### src/design/bops_pkg.sv
// ----------------------------------------------------------------------------
// bops_pkg
// Shared types and codes for the bounded ordered pin set: request and
// response payloads, request kinds, status codes and the controller command.
// ----------------------------------------------------------------------------
package bops_pkg;

	// default capacity of the set
	localparam int MAX_PINS_DEF = 32;

	// field widths
	localparam int KIND_W   = 2;
	localparam int ID_W     = 32;
	localparam int SLOT_W   = 5;
	localparam int STATUS_W = 3;
	localparam int COUNT_W  = 6;
	localparam int VALUE_W  = 31;

	// request kinds
	localparam logic [KIND_W-1:0] KIND_QUERY  = 2'd0;
	localparam logic [KIND_W-1:0] KIND_TOGGLE = 2'd1;
	localparam logic [KIND_W-1:0] KIND_ADD    = 2'd2;
	localparam logic [KIND_W-1:0] KIND_READ   = 2'd3;

	// response status codes
	localparam logic [STATUS_W-1:0] ST_INVALID   = 3'd0;
	localparam logic [STATUS_W-1:0] ST_FULL      = 3'd1;
	localparam logic [STATUS_W-1:0] ST_ADDED     = 3'd2;
	localparam logic [STATUS_W-1:0] ST_REMOVED   = 3'd3;
	localparam logic [STATUS_W-1:0] ST_PRESENT   = 3'd4;
	localparam logic [STATUS_W-1:0] ST_ABSENT    = 3'd5;
	localparam logic [STATUS_W-1:0] ST_DUPLICATE = 3'd6;
	localparam logic [STATUS_W-1:0] ST_EMPTY     = 3'd7;

	// request payload
	typedef struct packed {
		logic [KIND_W-1:0]        kind;
		logic signed [ID_W-1:0]   pin_id;
		logic [SLOT_W-1:0]        slot;
	} req_t;

	// response payload
	typedef struct packed {
		logic [STATUS_W-1:0] status;
		logic                is_pinned;
		logic [COUNT_W-1:0]  pin_count;
		logic [VALUE_W-1:0]  entry_value;
	} rsp_t;

	// controller to datapath commands
	typedef struct packed {
		logic capture;
		logic commit;
	} bops_cmd_t;

endpackage

### src/design/bops_ctrl.sv
// ----------------------------------------------------------------------------
// bops_ctrl
// Request sequencer: takes a request, lets the datapath compare it against every
// cell into a registered match vector, then commits the update and the response
// once the response register is free.
// ----------------------------------------------------------------------------
module bops_ctrl (
	input  logic                clk,
	input  logic                arst_n,
	input  logic                req_valid,
	output logic                req_ready,
	output logic                rsp_valid,
	input  logic                rsp_ready,
	output bops_pkg::bops_cmd_t cmd
);
	import bops_pkg::*;

	typedef enum logic [1:0] {
		S_IDLE = 2'b01,
		S_EXEC = 2'b10
	} state_t;

	state_t state_q;
	state_t state_nx;
	logic   rsp_valid_q;
	logic   commit;

	// commit when the response register is empty or being drained
	assign commit      = (state_q == S_EXEC) && (!rsp_valid_q || rsp_ready);
	assign req_ready   = (state_q == S_IDLE);
	assign rsp_valid   = rsp_valid_q;
	assign cmd.capture = req_valid && req_ready;
	assign cmd.commit  = commit;

	// next state
	always_comb begin
		state_nx = state_q;
		unique case (state_q)
			S_IDLE: begin
				if (req_valid) state_nx = S_EXEC;
			end
			S_EXEC: begin
				if (commit) state_nx = S_IDLE;
			end
			default: state_nx = S_IDLE;
		endcase
	end

	// state and response valid flag
	always_ff @(posedge clk or negedge arst_n) begin
		if (!arst_n) begin
			state_q     <= S_IDLE;
			rsp_valid_q <= 1'b0;
		end else begin
			state_q <= state_nx;
			if (commit) rsp_valid_q <= 1'b1;
			else if (rsp_ready) rsp_valid_q <= 1'b0;
		end
	end

endmodule

### src/design/bops_dp.sv
// ----------------------------------------------------------------------------
// bops_dp
// Pin set datapath: a row of id cells kept in insertion order, a parallel
// compare into a registered match vector, the update logic that appends or
// removes and closes the gap, and the response register.
// ----------------------------------------------------------------------------
module bops_dp #(
	parameter int MAX_PINS = bops_pkg::MAX_PINS_DEF
) (
	input  logic                clk,
	input  logic                arst_n,
	input  bops_pkg::bops_cmd_t cmd,
	input  bops_pkg::req_t      req,
	output bops_pkg::rsp_t      rsp
);
	import bops_pkg::*;

	localparam int CNT_W = $clog2(MAX_PINS + 1);
	localparam int SW    = (CNT_W > SLOT_W) ? CNT_W : SLOT_W;

	// cell row and count
	logic [VALUE_W-1:0] cells_q [MAX_PINS];
	logic [VALUE_W-1:0] cells_up [MAX_PINS];
	logic [CNT_W-1:0]   count_q;

	// captured request and match vector
	logic [KIND_W-1:0]  kind_s1;
	logic               id_ok_s1;
	logic [VALUE_W-1:0] id_s1;
	logic [SLOT_W-1:0]  slot_s1;
	logic [MAX_PINS-1:0] match_s1;

	// execute stage
	logic               present;
	logic               full;
	logic [CNT_W-1:0]   pos;
	logic               do_remove;
	logic               do_append;
	logic [CNT_W-1:0]   count_nx;
	logic [SW-1:0]      slot_x;
	logic               filled;
	logic [VALUE_W-1:0] read_val;
	logic [CNT_W+COUNT_W-1:0] count_wide;
	rsp_t               rsp_nx;
	rsp_t               rsp_q;

	// next-higher neighbor of each cell, used when closing a gap
	for (genvar g = 0; g < MAX_PINS; g++) begin : g_up
		if (g < MAX_PINS - 1) begin : g_mid
			assign cells_up[g] = cells_q[g + 1];
		end else begin : g_top
			assign cells_up[g] = cells_q[g];
		end
	end

	// capture request and compare against every filled cell
	always_ff @(posedge clk) begin
		if (cmd.capture) begin
			kind_s1  <= req.kind;
			id_ok_s1 <= !req.pin_id[ID_W-1] && (req.pin_id != '0);
			id_s1    <= req.pin_id[VALUE_W-1:0];
			slot_s1  <= req.slot;
			for (int i = 0; i < MAX_PINS; i++) begin
				match_s1[i] <= (cells_q[i] == req.pin_id[VALUE_W-1:0]) &&
				               (CNT_W'(i) < count_q);
			end
		end
	end

	// locate the match and read the requested slot
	always_comb begin
		present = |match_s1;
		full    = (count_q == CNT_W'(MAX_PINS));
		pos     = '0;
		for (int i = MAX_PINS - 1; i >= 0; i--) begin
			if (match_s1[i]) pos = CNT_W'(i);
		end
		slot_x   = SW'(slot_s1);
		filled   = (slot_x < SW'(count_q)) && (slot_x < SW'(MAX_PINS));
		read_val = '0;
		for (int i = 0; i < MAX_PINS; i++) begin
			if (slot_x == SW'(i)) read_val = cells_q[i];
		end
	end

	// decide the outcome of the request
	always_comb begin
		do_remove = 1'b0;
		do_append = 1'b0;
		rsp_nx    = '0;
		if (kind_s1 == KIND_READ) begin
			if (filled) begin
				rsp_nx.status      = ST_PRESENT;
				rsp_nx.is_pinned   = 1'b1;
				rsp_nx.entry_value = read_val;
			end else begin
				rsp_nx.status = ST_EMPTY;
			end
		end else if (!id_ok_s1) begin
			rsp_nx.status = ST_INVALID;
		end else if (kind_s1 == KIND_QUERY) begin
			rsp_nx.status    = present ? ST_PRESENT : ST_ABSENT;
			rsp_nx.is_pinned = present;
		end else if (present && kind_s1 == KIND_TOGGLE) begin
			do_remove     = 1'b1;
			rsp_nx.status = ST_REMOVED;
		end else if (present) begin
			rsp_nx.status    = ST_DUPLICATE;
			rsp_nx.is_pinned = 1'b1;
		end else if (full) begin
			rsp_nx.status = ST_FULL;
		end else begin
			do_append        = 1'b1;
			rsp_nx.status    = ST_ADDED;
			rsp_nx.is_pinned = 1'b1;
		end
		if (do_remove) count_nx = count_q - CNT_W'(1);
		else if (do_append) count_nx = count_q + CNT_W'(1);
		else count_nx = count_q;
		count_wide       = (CNT_W + COUNT_W)'(count_nx);
		rsp_nx.pin_count = count_wide[COUNT_W-1:0];
	end

	// cell row update: shift down above the removed cell, or append at the end
	always_ff @(posedge clk) begin
		if (cmd.commit) begin
			for (int i = 0; i < MAX_PINS; i++) begin
				if (do_remove && (CNT_W'(i) >= pos)) cells_q[i] <= cells_up[i];
				else if (do_append && (CNT_W'(i) == count_q)) cells_q[i] <= id_s1;
			end
			rsp_q <= rsp_nx;
		end
	end

	// entry count
	always_ff @(posedge clk or negedge arst_n) begin
		if (!arst_n) begin
			count_q <= '0;
		end else if (cmd.commit) begin
			count_q <= count_nx;
		end
	end

	assign rsp = rsp_q;

endmodule

### src/design/bounded_ordered_pin_set_top.sv
// ----------------------------------------------------------------------------
// bounded_ordered_pin_set_top
// Bounded insertion-ordered set of positive ids with query, toggle, add and
// slot read requests.
// ----------------------------------------------------------------------------
// In the cycle a request is accepted its id is compared against all MAX_PINS
// cells at once and the hits are registered as a match vector; then the match
// is encoded and, once the response register is free, the cell row is updated
// (append at the end, or removal with every later cell shifting down one place)
// and the response register is loaded. A new request is taken only once the
// previous one has been committed, so no request is accepted while another is
// still in progress; a response left waiting holds the following request in
// its update cycle. The cells have no reset and no clearing pass: only the
// entry count is cleared, and only cells below it are ever used. pin_count
// reports the count modulo 64.
module bounded_ordered_pin_set_top #(
	parameter int MAX_PINS = bops_pkg::MAX_PINS_DEF
) (
	input  logic           clk,
	input  logic           arst_n,
	input  logic           req_valid,
	output logic           req_ready,
	input  bops_pkg::req_t req,
	output logic           rsp_valid,
	input  logic           rsp_ready,
	output bops_pkg::rsp_t rsp
);
	import bops_pkg::*;

	bops_cmd_t cmd;

	// request sequencer
	bops_ctrl u_ctrl (
		.clk       (clk),
		.arst_n    (arst_n),
		.req_valid (req_valid),
		.req_ready (req_ready),
		.rsp_valid (rsp_valid),
		.rsp_ready (rsp_ready),
		.cmd       (cmd)
	);

	// cell row, compare and update
	bops_dp #(
		.MAX_PINS (MAX_PINS)
	) u_dp (
		.clk    (clk),
		.arst_n (arst_n),
		.cmd    (cmd),
		.req    (req),
		.rsp    (rsp)
	);

endmodule
### config.mk
export PLATFORM = sky130hd
export DESIGN_NAME = bounded_ordered_pin_set_top
export DESIGN_NICKNAME = d
export VERILOG_FILES = /design/src/design/bops_pkg.sv /design/src/design/bops_ctrl.sv /design/src/design/bops_dp.sv /design/src/design/bounded_ordered_pin_set_top.sv
export SDC_FILE = /design/constraint.sdc
export NUM_CORES = 2
export LEC_CHECK = 0
export BUFFER_PORTS_ARGS = -buffer_cell sky130_fd_sc_hd__buf_2
export CORE_MARGIN = 2
export CORE_UTILIZATION = 40
export CTS_BUF_LIST = sky130_fd_sc_hd__clkbuf_16
export CTS_CLUSTER_SIZE = 16
export DETAILED_ROUTE_END_ITERATION = 12
export SLEW_MARGIN = 20
export SYNTH_ARGS = -nofsm -noshare
export SYNTH_HDL_FRONTEND = slang
export SYNTH_HIERARCHICAL = 1
export SYNTH_SLANG_ARGS = --single-unit
### constraint.sdc
create_clock -name clk -period 13.77 [get_ports clk]
set_clock_uncertainty 0.05 [all_clocks]
set_input_delay 1.377 -clock clk [delete_from_list [all_inputs] [get_ports clk]]
set_output_delay 1.377 -clock clk [all_outputs]
set_load 0.005 [all_outputs]
==> results_tabular.tex <==
\begin{tabular}{lr}
\hline
Metric & Value \\
\hline
\multicolumn{2}{l}{\textbf{Floorplanning}} \\
\quad Io pins & 86 \\
\quad Die extent in y & 413.5 µm \\
\quad Number of standard-cell rows in the floorplan & 150 \\
\quad Initial cell density of the core & 40.20\% \\
\quad Floorplan Core Area & 166,800 µm² \\
\quad DIE WIDTH & 413.5 µm \\
\quad Die area & 171,000 µm² \\
\multicolumn{2}{l}{\textbf{Clocking}} \\
\quad Post-CTS clock slew at the launch and capture registers of the worst setup and hold paths & 60 ps \\
\quad Number of resized instances in the post-cts repair step & 0 \\
\quad TritonCTS clock tree & yes \\
\quad Number of clock buffers inserted by TritonCTS & 135 \\
\quad Worst-Skew Late Latency & 810 ps \\
\quad Number of buffers inserted by post-CTS setup repair & 0 \\
\quad Number of H-tree branching levels & 4 \\
\quad Buffer levels on the longest clock path & 3 \\
\quad CTS Root Cell & clkbuf\_16 \\
\quad Total number of clock tree sinks & 1,113 \\
\quad Hold buffer count at cts & 0 \\
\multicolumn{2}{l}{\textbf{Yosys}} \\
\quad Yosys top cell by area & edfxtp\_1 \\
\quad Async SR Flop Fraction & 0.8086\% \\
\quad Post-synthesis cell count & 5,474 \\
\quad Count of different cell masters after synthesis & 76 \\
\quad Largest family of logic cells by synthesized area & multiplexers \\
\quad XOR/XNOR Fraction of Synth Area & 13.10\% \\
\quad Main synth FF type & edfxtp\_1 \\
\quad Cell types occupying the most area after synthesis & edfxtp\_1 49\%, mux2\_2 15\%, xor2\_1 10\% \\
\quad Mean cell area of the mapped netlist & 12.25 µm² \\
\quad Yosys top cell area share & 49.43\% \\
\quad Simple-gate share of the synthesized area & 7.471\% \\
\quad Share of synthesized area spent on multiplexers & 18.73\% \\
\quad Seq/Total Area, Yosys & 49.76\% \\
\quad Number of enable-type register cells in the synthesized netlist & 1,104 \\
\quad Flop and latch count out of synthesis & 1,113 \\
\quad Post-synthesis net count & 5,525 \\
\quad Post-synthesis instance area & 67,070 µm² \\
\quad Synth Warn \# & 6 \\
\quad Post-synthesis share of cell area spent on full adders, half adders and majority gates & 0.1492\% \\
\quad Synthesized-area fraction occupied by ao, oa, aoi and oai cells & 7.725\% \\
\multicolumn{2}{l}{\textbf{Setup path}} \\
\quad Category of the most critical setup path & flop to flop \\
\quad Worst Setup End Kind & flop \\
\quad Maximum net fanout on the critical path & 32 \\
\quad Type of origin of the critical path & flop \\
\quad Data required time at the worst endpoint & 14,150 ps \\
\quad Signal arrival time at the worst endpoint & 6400 ps \\
\quad Slack of the worst reg-to-reg path & 7750 ps \\
\multicolumn{2}{l}{\textbf{STA}} \\
\quad Transition time of the tightest slew-check pin & 1371 ps \\
\quad Fraction of the cycle the final worst path needs & 43.75\% \\
\quad Total Neg Setup Slack & 0 ps \\
\quad Highest Clock Rate & 166.0 MHz \\
\quad Final setup violation count & 0 \\
\quad Count of pins over their slew limit & 0 \\
\quad Setup repair after global routing missed its margin & no \\
\quad Total count of hold-check failures in the final report & 0 \\
\quad Relative max-transition margin & 7.878\% \\
\quad Min Tclk post-route & 6024 ps \\
\multicolumn{2}{l}{\textbf{Drt}} \\
\quad Pre-antenna DRT Iters & 8 \\
\quad Detail-routed via count per cell & 6.974 \\
\quad Number of nets with antenna violations after detailed routing & 0 \\
\quad Routed wire length & 336,400 µm \\
\quad Number of remaining DRC errors & 0 \\
\quad Overall via count from detail\_route & 54.07k \\
\quad Count of routing violations after the opening detailed-route iteration & 11.03k \\
\quad Mean routed wirelength per cell & 43.39 µm \\
\multicolumn{2}{l}{\textbf{Layout}} \\
\quad Finished Core Util & 44.60\% \\
\quad Most common cell after layout, fill and taps aside & edfxtp\_1 \\
\quad Count of fill cells added during filler insertion & 15.25k \\
\quad Multi-input logic area & 31,810 µm² \\
\quad Final layout net count & 5,488 \\
\quad Sequential cell area & 33,380 µm² \\
\quad Final standard cell area without fillers & 74,420 µm² \\
\quad Fraction of final layout cells sized beyond drive strength 1 & 26.95\% \\
\quad Most used cells in the layout excluding fill and tap cells & 1,104 x edfxtp\_1, 910 x mux2\_2, 775 x xor2\_1, 228 x xnor2\_1, 221 x nand2\_1 \\
\quad Area growth syn-to-layout & 10.95\% \\
\multicolumn{2}{l}{\textbf{Global route}} \\
\quad Aggregate global-route resource usage & 38.43\% \\
\quad Number of antenna violations at the first check in global routing & 31 \\
\quad Number of global-route vias before repair & 49.52k \\
\quad Leftover overflow at the end of global routing & 0 \\
\quad Wire length of the first global-routing pass & 445,200 µm \\
\quad Pin count of the biggest net entering global routing & 95 \\
\multicolumn{2}{l}{\textbf{Power and ir drop}} \\
\quad Power per cell area & 115.0 nW/µm² \\
\quad Static Leakage & 25.15 nW \\
\quad Maximum resistive drop on vdd & 0.00009628 V \\
\multicolumn{2}{l}{\textbf{Flow run}} \\
\quad Number of violations of the max-capacitance limit & 0 \\
\multicolumn{2}{l}{\textbf{Place}} \\
\quad Sum of net half-perimeters after detailed placement & 238,000 µm \\
\quad Area of placed instances & 70,100 µm² \\
\quad Port Buffer Count & 85 \\
\quad Final Wtd Congestion & 1.170 \\
\multicolumn{2}{l}{\textbf{Hold path}} \\
\quad Type of the most critical hold path & primary input to async pin \\
\multicolumn{2}{l}{\textbf{Outcome}} \\
\quad Outcome & complete, no violations \\
\hline
\end{tabular}
## critical path, stage by stage (launching register included)
cell and delay, ps:
dfrtp_1 880, inv_1 680, ha_1 830, nor3b_1 340
nand3_1 200, and4_4 310, and3_1 740, nand3_2 840
o311ai_2 280, buf_4 430
## stage by stage
step | setup slack [ps] | power, mW | hold slack [ps] | instances
2_1_floorplan | 7106 | 4.391 | 434.2 | 5474
3_3_place_gp | 8186 | 4.988 | 480.6 | 7499
3_5_place_dp | 8181 | 4.992 | 528.4 | 7502
4_1_cts | 8117 | 8.472 | 367.5 | 7746
5_1_grt | 7798 | 8.663 | 395.8 | 7749
6_report | 7746 | 8.559 | 398.9 | 7753
## logic make-up after synthesis
group,count (synthesis)
fa+ha+maj,8
compound gates,796
simple gates,965
xor+xnor,1003
mux,1092
buf+inv,497
flops,1113
## layout make-up
type | count | area share (%)
Inverter | 18 | 0.09079
Clock buffer | 140 | 4.708
Sequential cell | 1113 | 44.85
Tap cell | 2204 | 3.706
Clock inverter | 104 | 1.002
Timing Repair Buffer | 305 | 2.883
Multi-Input combinational cell | 3864 | 42.74
Antenna cell | 5 | 0.01681
## metal layers
| layer | part of all wire (%) | vias up | GRT usage (%) |
|---|---|---|---|
| met1 | 38 | 27262 | 52.22 |
| met2 | 38 | 5139 | 50.08 |
| met5 | 0.11 | - | 0 |
| met3 | 17 | 956 | 17.58 |
| li1 | - | 20688 | - |
| met4 | 6.7 | 24 | 20.68 |
## sequential cells by signal (all words and copies together) (netlist names)
register and flops:
u_dp/id_ok_s1 1, u_dp/cells_q 992, u_dp/count_q 6, u_dp/rsp 41
u_dp/kind_s1 2, u_dp/id_s1 31, u_dp/slot_s1 5, u_ctrl/rsp_valid 1
u_dp/match_s1 32, u_ctrl/state_q 2
## power breakdown
| group | internal, mW | leakage, nW | total [mW] | switching [mW] |
|---|---|---|---|---|
| clock network | 2.01 | 2.21 | 3.54 | 1.53 |
| logic | 0.272 | 12.8 | 1.18 | 0.911 |
| registers | 3.75 | 10.1 | 3.84 | 0.0893 |
| total | 6.03 | 25.2 | 8.56 | 2.53 |
## cells in the mapped netlist, types with 24 or more instances
cell type / count
buf_2: 113
mux4_2: 24
nand3_1: 78
a21oi_1: 133
a221oi_1: 28
clkbuf_1: 321
o221ai_1: 24
nor4_1: 223
o22ai_1: 126
mux2_4: 29
xnor2_1: 228
mux2_2: 910
nand4_1: 118
a22oi_1: 88
edfxtp_1: 1104
nor2_1: 168
mux2i_1: 91
o21ai_0: 188
nand2_1: 221
mux2_1: 38
buf_1: 38
xor2_1: 775
o211ai_1: 25
nor3_1: 61
## path summary, 6_finish.rpt
path,end,cells past startpoint,from
worst max-delay path,u_dp/cells_q[0][189]$_DFFE_PP_,9,u_dp/count_q[1]$_DFFE_PN0P_
worst min-delay path,u_dp/count_q[0]$_DFFE_PN0P_,1,arst_n
worst max register to register,u_dp/cells_q[0][189]$_DFFE_PP_,9,u_dp/count_q[1]$_DFFE_PN0P_
worst min register to register,u_ctrl/rsp_valid$_DFFE_PN0P_,2,u_ctrl/rsp_valid$_DFFE_PN0P_
max in group asynchronous,u_ctrl/state_q[0]$_DFFE_PN1P_,1,arst_n
min in group clk,u_ctrl/rsp_valid$_DFFE_PN0P_,2,u_ctrl/rsp_valid$_DFFE_PN0P_
No activity file was read; power rests on OpenSTA's default activity.
